`src/rtl/nab_pkg.sv`:
```
// Shared types and constants of the 3x3 neighbour-average blur.
package nab_pkg;

	localparam int MAX_WIDTH_DEF      = 1024;
	localparam int MAX_HEIGHT_DEF     = 4096;

	// Configuration register widths and reset values
	localparam int FRAME_WIDTH_W      = 11;
	localparam int FRAME_HEIGHT_W     = 13;
	localparam int CFG_DATA_W         = 13;
	localparam int FRAME_WIDTH_RESET  = 1024;
	localparam int FRAME_HEIGHT_RESET = 768;

	// Register indexes on the configuration port
	localparam logic REG_FRAME_WIDTH  = 1'b0;
	localparam logic REG_FRAME_HEIGHT = 1'b1;

	// Action codes of an input item
	localparam logic ACT_PIXEL = 1'b0;
	localparam logic ACT_DRAIN = 1'b1;

	// Result queue depth
	localparam int FIFO_DEPTH = 4;

	typedef struct packed {
		logic [7:0] red;
		logic [7:0] green;
		logic [7:0] blue;
	} pixel_t;

	// One new window column: from the upper store, the middle store, the stream
	typedef struct packed {
		pixel_t upper;
		pixel_t middle;
		pixel_t lower;
	} column_t;

	typedef struct packed {
		pixel_t pix;
		logic   frame_end;
	} result_t;

endpackage

```
`src/rtl/nab_window.sv`:
```
// 3x3 pixel window with the eight-neighbour average.
module nab_window (
	input  logic             clk,
	input  logic             arst_n,
	input  logic             shift_en,
	input  nab_pkg::column_t col_in,
	output nab_pkg::pixel_t  centre,
	output nab_pkg::pixel_t  blur
);

	nab_pkg::pixel_t win_q [3][3];

	always_ff @(posedge clk or negedge arst_n) begin
		if (!arst_n) begin
			for (int r = 0; r < 3; r++) begin
				for (int c = 0; c < 3; c++) begin
					win_q[r][c] <= '0;
				end
			end
		end else if (shift_en) begin
			for (int r = 0; r < 3; r++) begin
				win_q[r][0] <= win_q[r][1];
				win_q[r][1] <= win_q[r][2];
			end
			win_q[0][2] <= col_in.upper;
			win_q[1][2] <= col_in.middle;
			win_q[2][2] <= col_in.lower;
		end
	end

	// Each channel floored by eight first, so eight terms stay below 256
	always_comb begin
		logic [7:0] sum_r;
		logic [7:0] sum_g;
		logic [7:0] sum_b;
		sum_r = '0;
		sum_g = '0;
		sum_b = '0;
		for (int r = 0; r < 3; r++) begin
			for (int c = 0; c < 3; c++) begin
				if (!(r == 1 && c == 1)) begin
					sum_r = sum_r + (win_q[r][c].red   >> 3);
					sum_g = sum_g + (win_q[r][c].green >> 3);
					sum_b = sum_b + (win_q[r][c].blue  >> 3);
				end
			end
		end
		blur.red   = sum_r;
		blur.green = sum_g;
		blur.blue  = sum_b;
	end

	assign centre = win_q[1][1];

endmodule

```
`config.mk`:
```
export PLATFORM = sky130hd
export DESIGN_NAME = nab_window
export DESIGN_NICKNAME = d
export VERILOG_FILES = /design/src/rtl/nab_pkg.sv /design/src/rtl/nab_window.sv
export SDC_FILE = /design/constraint.sdc
export NUM_CORES = 1
export LEC_CHECK = 0
export BUFFER_PORTS_ARGS = -buffer_cell sky130_fd_sc_hd__buf_4
export CORE_MARGIN = 1
export CORE_UTILIZATION = 40
export CTS_BUF_LIST = sky130_fd_sc_hd__clkbuf_4 sky130_fd_sc_hd__clkbuf_8
export CTS_CLUSTER_DIAMETER = 100
export DETAILED_ROUTE_END_ITERATION = 12
export PLACE_DENSITY = 0.67
export SLEW_MARGIN = 20
export SYNTH_ARGS = -nofsm -noshare
export SYNTH_HDL_FRONTEND = slang
export SYNTH_SLANG_ARGS = --single-unit
```
`constraint.sdc`:
```
create_clock -name clk -period 6.2 [get_ports clk]
set_input_delay 1.24 -clock clk [delete_from_list [all_inputs] [get_ports clk]]
set_output_delay 1.24 -clock clk [all_outputs]
set_load 0.03 [all_outputs]
```
==> flow_summary.toml <==
[detailed_routing]
vias = 4724
drc = 0
first_pass_iters = 4
avgViaCountPerCell = 4.54
wirelength_um = 14200
drtIter0Drc = 206
drtAntennaViolNets = 0
post_drt_wl_per_cell_um = 13.7

[setup_path]
crit_chain = "inv_2 -> fa_1 -> inv_2 -> ha_4 -> fa_2 -> xnor2_2 -> fa_1 -> fa_1 -> fa_2 -> inv_2 -> ha_4 -> a211oi_2 -> o21bai_1 -> a21oi_2 -> xnor2_1 -> buf_4"
cp_num_buf_inv = 4
cp-start-kind = "flop"
cp.arrival_ns = 4.80
end_kind = "primary output"
max_stage_delay_ns = 0.61
cp_max_fo = 2
critPathSlowestCell = "fa_2"
required_ns = 4.96
worstSetupPathType = "reg2out"
crit_family = "adder cells"
reg2reg_from = "win_q[23]"
crit_path_start = "win_q[172]"

[synthesis]
ys_seq_elements = 153
ys_top_cells_by_area = "dfrtp_1, fa_1, mux2_2"
synthesis.nets = 854
netlist_instances = 667
avgSynthCellArea_um2 = 13.0
synth_warnings = 0
post_synth_num_cell_types = 20
synth_area_um2 = 8660
yosys.area.top_type = "dfrtp_1"
synth_top_area_frac = 0.442
synth-seq-area-share = 0.442

[placed_design]
port_buffers = 104
dp_hpwl_um = 10100
gp_congestion = 0.709

[cells_and_area]
drive_above_1_share = 0.363
area_growth_pct = 15.8
diodes = 0
final_core_utilization = 0.475
layout.nets = 940

[clocking]
cts_root_buffer = "clkbuf_8"
cts_max_level = 4
cts_hold_buffers = 0
clk_pin_slew_ns = 0.08
numCtsBuffers = 17
cts_tree = "yes"
clk_latency_ns = 0.43
clock_sinks = 153
clockBufferDepth = 2

[global_route]
antenna_found_initial = 0
grt_max_degree = 105
grt_pass1_wl_um = 24400
grt_use_total = 0.142
grt_pass1_vias = 5035
overflow = 0

[job]
drv_cap = 0

[die]
start_util = 0.411
dieArea_um2 = 22200
io_pins = 123
fp.dieH_um = 149
core_area_um2 = 21100
die_x_um = 149
rows = 53

[sta]
slew_violations = 0
fmax_mhz = 166
hold_viol = 0
relSlewSlack = 0.382
period_share = 0.974
rsz0062_at_grt = "yes"
setup_viol_count_final = 0
worst_slew_pin_slew_ns = 0.927
fin_worst_skew_ns = 0.0139
min_period_ns = 6.04

[hold_path]
hold_class = "reg2reg"
min-delay-start = "win_q[22]"

[run_status]
status = "finished clean"
## placed cells by master, fill, tap and decap left out
cell / count
fa_1: 81
clkbuf_8: 19
a211oi_1: 4
a21o_1: 8
nand2_1: 39
nand2b_1: 2
buf_6: 2
bufinv_16: 2
fa_2: 3
clkinvlp_4: 1
clkinv_4: 4
inv_6: 3
ha_4: 4
mux2_4: 26
dfrtp_1: 153
inv_1: 115
o21ai_1: 1
clkinv_2: 2
inv_2: 6
xnor2_2: 1
buf_4: 110
o21bai_1: 1
a21oi_2: 3
a211oi_2: 1
nor2_1: 4
o21ai_0: 42
ha_1: 24
mux2_2: 90
xnor2_1: 8
clkbuf_4: 1
a21oi_1: 4
xor2_1: 2
## tightest hold or removal path, cell delays in order, from the launching register on
cell and delay, ns:
dfrtp_1 0.35, nand2_1 0.05, o21ai_0 0.06
## final timing paths
path | to | slack [ns] | depth (start not counted)
worst min register to register | win_q[46] | 0.49 | 2
worst min-delay path | win_q[46] | 0.49 | 2
worst max-delay path | blur[7] | 0.16 | 16
max in group asynchronous | win_q[53] | 4.00 | 2
worst max register to register | win_q[47] | 5.37 | 1
min in group asynchronous | win_q[131] | 0.89 | 1
## through the flow
step                TNS (ns)  worst slack, ns  instances  cell area, um^2  hold WS [ns]
floorplan                  0            0.497        667             8660         0.450
global placement           0            0.462       1004             9500         0.454
detailed placement         0            0.392       1004             9500         0.467
CTS                        0          0.00432       1036             9930         0.484
global route          -0.127          -0.0994       1041            10000         0.523
finish                     0            0.163       1041            10000         0.485
## state kept, by name, indices dropped and copies added, names as in the netlist
register and flops:
win_q 129, centre 24
## cell type report
| class | count | area (um^2) |
|---|---|---|
| clock buffer | 20 | 269 |
| clock inverter | 12 | 139 |
| fill | 1888 | 11100 |
| inverter | 121 | 454 |
| multi-input combinational | 348 | 4140 |
| sequential | 153 | 3830 |
| tap | 275 | 344 |
| timing repair buffer | 112 | 848 |
## Yosys cell counts
master and count:
buf_4 24, a211oi_1 5, nand2_1 39, xor2_1 2
o21bai_1 1, ha_1 28, dfrtp_1 153, nor2_1 4
a21o_1 8, xnor2_1 9, mux2_4 26, o21ai_0 43
mux2_2 90, fa_1 84, clkbuf_1 3, nand2b_1 2
a21oi_1 7, buf_2 13, inv_1 121, buf_6 5
## metal layers
metal / up-vias / share of wire / GRT usage
met2: 64 / 0.49 / 0.228
met4: 0 / 0.0088 / 0.0423
met1: 2397 / 0.46 / 0.186
met3: 7 / 0.043 / 0.0398
met5: - / 0 / 0
li1: 2256 / - / -
## logic make-up after synthesis
family	synth area share
compound gates	0.0410
xor+xnor	0.0111
fa+ha+maj	0.235
buf+inv	0.0886
flops	0.442
mux	0.162
simple gates	0.0201
## repair_timing
item / 4_1_cts / 5_1_grt
pin swaps: 3 / 22
cloned: 0 / 0
setup endpoints to repair: 2 / 3
buffers inserted: 0 / 5
resized for setup: 4 / 17
Power is left out: the tool's default activity adds up to more than one toggle a clock period on the data nets, which glitch-free logic cannot reach.
