[src/rtl/nab_pkg.sv]
// Shared types and constants of the 3x3 neighbour-average blur.
package nab_pkg;

	localparam int MAX_WIDTH_DEF      = 1024;
	localparam int MAX_HEIGHT_DEF     = 4096;

	// Configuration register widths and reset values
	localparam int FRAME_WIDTH_W      = 11;
	localparam int FRAME_HEIGHT_W     = 13;
	localparam int CFG_DATA_W         = 13;
	localparam int FRAME_WIDTH_RESET  = 1024;
	localparam int FRAME_HEIGHT_RESET = 768;

	// Register indexes on the configuration port
	localparam logic REG_FRAME_WIDTH  = 1'b0;
	localparam logic REG_FRAME_HEIGHT = 1'b1;

	// Action codes of an input item
	localparam logic ACT_PIXEL = 1'b0;
	localparam logic ACT_DRAIN = 1'b1;

	// Result queue depth
	localparam int FIFO_DEPTH = 4;

	typedef struct packed {
		logic [7:0] red;
		logic [7:0] green;
		logic [7:0] blue;
	} pixel_t;

	// One new window column: from the upper store, the middle store, the stream
	typedef struct packed {
		pixel_t upper;
		pixel_t middle;
		pixel_t lower;
	} column_t;

	typedef struct packed {
		pixel_t pix;
		logic   frame_end;
	} result_t;

endpackage

[src/rtl/nab_out_fifo.sv]
// Small result queue between the window stage and the output channel.
module nab_out_fifo (
	input  logic             clk,
	input  logic             arst_n,
	input  logic             push,
	input  nab_pkg::result_t push_data,
	input  logic             stall,
	output logic             valid,
	output nab_pkg::result_t head,
	output logic [$clog2(nab_pkg::FIFO_DEPTH+1)-1:0] count
);

	localparam int PTR_W = $clog2(nab_pkg::FIFO_DEPTH);
	localparam int CNT_W = $clog2(nab_pkg::FIFO_DEPTH + 1);

	nab_pkg::result_t entry_q [nab_pkg::FIFO_DEPTH];
	logic [PTR_W-1:0] wr_ptr_q;
	logic [PTR_W-1:0] rd_ptr_q;
	logic [CNT_W-1:0] count_q;
	logic             pop;

	assign valid = (count_q != '0);
	assign pop   = valid && !stall;
	assign head  = entry_q[rd_ptr_q];
	assign count = count_q;

	always_ff @(posedge clk or negedge arst_n) begin
		if (!arst_n) begin
			wr_ptr_q <= '0;
			rd_ptr_q <= '0;
			count_q  <= '0;
		end else begin
			if (push) begin
				wr_ptr_q <= (32'(wr_ptr_q) == nab_pkg::FIFO_DEPTH - 1) ? '0
					: wr_ptr_q + PTR_W'(1);
			end
			if (pop) begin
				rd_ptr_q <= (32'(rd_ptr_q) == nab_pkg::FIFO_DEPTH - 1) ? '0
					: rd_ptr_q + PTR_W'(1);
			end
			if (push && !pop) begin
				count_q <= count_q + CNT_W'(1);
			end else if (pop && !push) begin
				count_q <= count_q - CNT_W'(1);
			end
		end
	end

	always_ff @(posedge clk) begin
		if (push) begin
			entry_q[wr_ptr_q] <= push_data;
		end
	end

endmodule

[config.mk]
export PLATFORM = sky130hd
export DESIGN_NAME = nab_out_fifo
export DESIGN_NICKNAME = d
export VERILOG_FILES = /design/src/rtl/nab_pkg.sv /design/src/rtl/nab_out_fifo.sv
export SDC_FILE = /design/constraint.sdc
export NUM_CORES = 1
export LEC_CHECK = 0
export BUFFER_PORTS_ARGS = -buffer_cell sky130_fd_sc_hd__buf_2
export CAP_MARGIN = 25
export CORE_MARGIN = 3
export CORE_UTILIZATION = 55
export CTS_BUF_LIST = sky130_fd_sc_hd__clkbuf_8
export DETAILED_ROUTE_END_ITERATION = 7
export GPL_ROUTABILITY_DRIVEN = 0
export PLACE_DENSITY = 0.84
export SYNTH_ARGS = -nofsm -noshare
export SYNTH_HDL_FRONTEND = slang
export SYNTH_SLANG_ARGS = --single-unit
[constraint.sdc]
create_clock -name clk -period 2.2 [get_ports clk]
set_input_delay 0.22 -clock clk [delete_from_list [all_inputs] [get_ports clk]]
set_output_delay 0.22 -clock clk [all_outputs]
set_load 0.01 [all_outputs]
==> key figures <==
Clock network
  • # H-tree levels: 3
  • Clock latency on the worst-skew pair: 0.36 ns
  • CTS tree: built
  • Post-CTS Setup Inserts: 0
  • Clock Tree Buf Depth: 2
  • CTS Buf Count: 9
  • Clk slew on worst S/H paths: 0.09 ns
  • CTS Sinks: 107
  • CTS root buffer: clkbuf_8

Finish
  • Fin area: 0.00476 mm^2
  • Share of layout cells above drive strength 1: 0.402
  • ANT cells: 0
  • Final #Nets: 275
  • Multi-input gate area: 860 um^2
  • Most frequent cells in the layout: 100 x edfxtp_1, 57 x buf_2, 14 x mux4_1, 11 x mux4_2, 9 x clkbuf_8
  • Area Growth Syn to Fin: 16.1%
  • Commonest non-fill, non-tap cell in the layout: edfxtp_1
  • Fill cells: 450
  • FF+latch area: 0.00318 mm^2

Logic synthesis
  • Syn Inst Count: 168
  • Post-synthesis adder-cell area fraction: 0.0232
  • Mapped cell area: 0.00410 mm^2
  • Sequential fraction of the synthesis area: 0.775
  • Yosys top cell area share: 0.733
  • Number of synthesized register bits: 107
  • Largest family of logic cells by synthesized area: multiplexers
  • Mean Syn Cell Area: 24.4 um^2
  • Complex-gate fraction of the synthesized area: 0.00244
  • Simple-Gate Fraction of Synth Area: 0.0168
  • Largest cells by area after synthesis: edfxtp_1 73%, mux4_1 9.0%, mux4_2 6.0%
  • Post-synthesis mux area share: 0.160
  • Largest area contributor in the netlist: edfxtp_1
  • Ys Warns: 0
  • Net Count, Synth: 204
  • Post-synth cell types: 19
  • Xor/xnor share of the synthesized area: 0.00641

Timing
  • Endpoints failing setup: 0
  • Skew final: 0.00573 ns
  • Period Utilization, post-route: 0.956
  • F_max: 476 MHz
  • Final setup margin: 0.0978 ns
  • Slew HR: 0.658
  • Max Transition Viols Final: 0
  • Least-Margin Pin Slew: 0.513 ns
  • Crit path time final: 2.10 ns
  • Hold Vio Cnt, Final: 0
  • Setup TNS: 0 ns
  • RSZ-0062 raised after global routing: no

Setup path
  • CP max stage cell: dfrtp_2
  • CP startpoint kind: flip-flop
  • CP cell instances: or3_4, nor2b_4, inv_1, ha_2, inv_1, fa_1, xor2_1, nor2_1, xor2_1
  • Highest net fanout along the worst path: 4
  • CP Buf/Inv Count: 2
  • CP Capture Type: flip-flop
  • CP arrival: 2.39 ns
  • Crit Path Category: flip-flop to flip-flop
  • Slowest stage delay, CP: 0.44 ns
  • CP required: 2.49 ns
  • Critical path's top delay family: simple AND/OR/NAND/NOR gates

Placed design
  • Dpl hpwl: 4.23 mm
  • Pre-CTS WS: 0.124 ns
  • # port buffers: 57
  • Cell Area, Placed: 0.00453 mm^2

Global route
  • Global-route wire length before repair: 10.3 mm
  • Total track usage: 0.168
  • Antenna violations before repair: 0
  • Largest net degree at the start of global routing: 26
  • Vias in the first global route: 1975
  • Aggregate global routing overflow: 0

Detailed routing
  • DRT Pass-1 Iters: 4
  • Number of vias per cell: 5.46
  • WL/cell: 19.1 um
  • DR iter-0 viols: 119
  • Routed WL: 6.49 mm
  • DRC viols: 0
  • Final ANT Viol Nets: 0
  • Vias: 1856

Floorplanning
  • Initial Util: 0.584
  • Die H: 92.3 um
  • Row count: 30
  • Die area: 0.00852 mm^2
  • Core box area: 0.00702 mm^2
  • Die Width: 92.3 um
  • Io pins: 58

Outcome
  • Status: complete, no violations

Min path
  • Min-Delay Path Class: input port to flip-flop

Job
  • Max Cap Viol: 0

Pwr
  • Lkg Pwr: 1.73 nW
  • Sw frac: 0.285
  • Clk pwr share: 0.214
  • Logic gate share of total power: 0.312
  • Reg power frac: 0.475
  • VDD IR max: 0.840 mV
  • Power density over the cells: 1230 mW/mm^2
  • Overall Power: 5.84 mW
  • Internal power: 4.17 mW
  • Sw power: 1.66 mW
## routing by layer
layer	track usage	vias up	part of all wire
met5	0	-	0
met4	0.0569	0	0.014
met3	0.0593	8	0.060
met2	0.268	56	0.51
met1	0.216	950	0.42
li1	-	842	-
## timing repair
| action | CTS | global route |
|---|---|---|
| hold buffers | 1 | 0 |
| setup endpoints to repair | 0 | 1 |
| resized for setup | 0 | 2 |
| endpoints found under the hold margin | 7 | 0 |
## registers in the layout, indices dropped and copies added, names as in the netlist
name      cells
entry_q     100
count         3
rd_ptr_q      2
wr_ptr_q      2
## stage by stage
stage           util  hold slack (ns)  instances
2_1_floorplan      -          -0.0756        168
3_5_place_dp   0.645           0.0653        323
4_1_cts        0.677           0.0506        340
3_3_place_gp   0.645           0.0607        323
6_report       0.678           0.0674        340
5_1_grt        0.678           0.0392        340
## synth_stat cells
library cell	number
fa_1	1
mux4_1	14
inv_1	4
o21ai_0	2
xnor2_1	1
and2_1	4
buf_2	3
ha_1	6
nor2b_4	1
xor2_1	2
mux4_2	11
mux2_4	2
mux2_2	1
edfxtp_1	100
nor2_1	3
or3_4	1
nand2_1	2
buf_6	3
dfrtp_1	7
## worst reg2reg max path, stage by stage (launching register included)
cell and delay (ns):
dfrtp_2 0.44, or3_4 0.38, nor2b_4 0.15, inv_1 0.05, ha_2 0.18, inv_1 0.05
fa_1 0.37, xor2_1 0.15, nor2_1 0.11, xor2_1 0.15
## power by group through the flow
stage | clock network (mW) | logic, mW | registers (mW)
3_3_place_gp | 0 | 1.81 | 2.79
4_1_cts | 1.29 | 1.86 | 2.78
5_1_grt | 1.39 | 1.97 | 2.80
6_report | 1.25 | 1.82 | 2.77
3_5_place_dp | 0 | 1.85 | 2.82
2_1_floorplan | 0 | 1.23 | 2.77
## worst paths after layout
kind	from	to	slack (ns)	cells after the start
worst max-delay path	count[1]$_DFFE_PN0P_	count[2]$_DFFE_PN0P_	0.1	9
worst min-delay path	push_data[0]	entry_q[2][0]$_DFFE_PP_	0.07	1
worst max register to register	count[1]$_DFFE_PN0P_	count[2]$_DFFE_PN0P_	0.1	9
worst min register to register	count[2]$_DFFE_PN0P_	count[2]$_DFFE_PN0P_	0.50	1
max in group asynchronous	arst_n	count[1]$_DFFE_PN0P_	1.83	2
min in group asynchronous	arst_n	count[2]$_DFFE_PN0P_	0.21	2
## final cells by class
class	instances	area share
flip-flops and latches	107	0.668
repair buffers	66	0.0773
well taps	96	0.0252
multi-input cells	51	0.181
inverters	4	0.00316
clock buffers	9	0.0260
clock inverters	7	0.0195
## cells by family after synthesis
family / count (synthesis)
fa+ha+maj: 7
flops: 107
simple gates: 11
buf+inv: 10
xor+xnor: 3
compound gates: 2
mux: 28
Note: power is estimated with default switching activity, not from simulation.
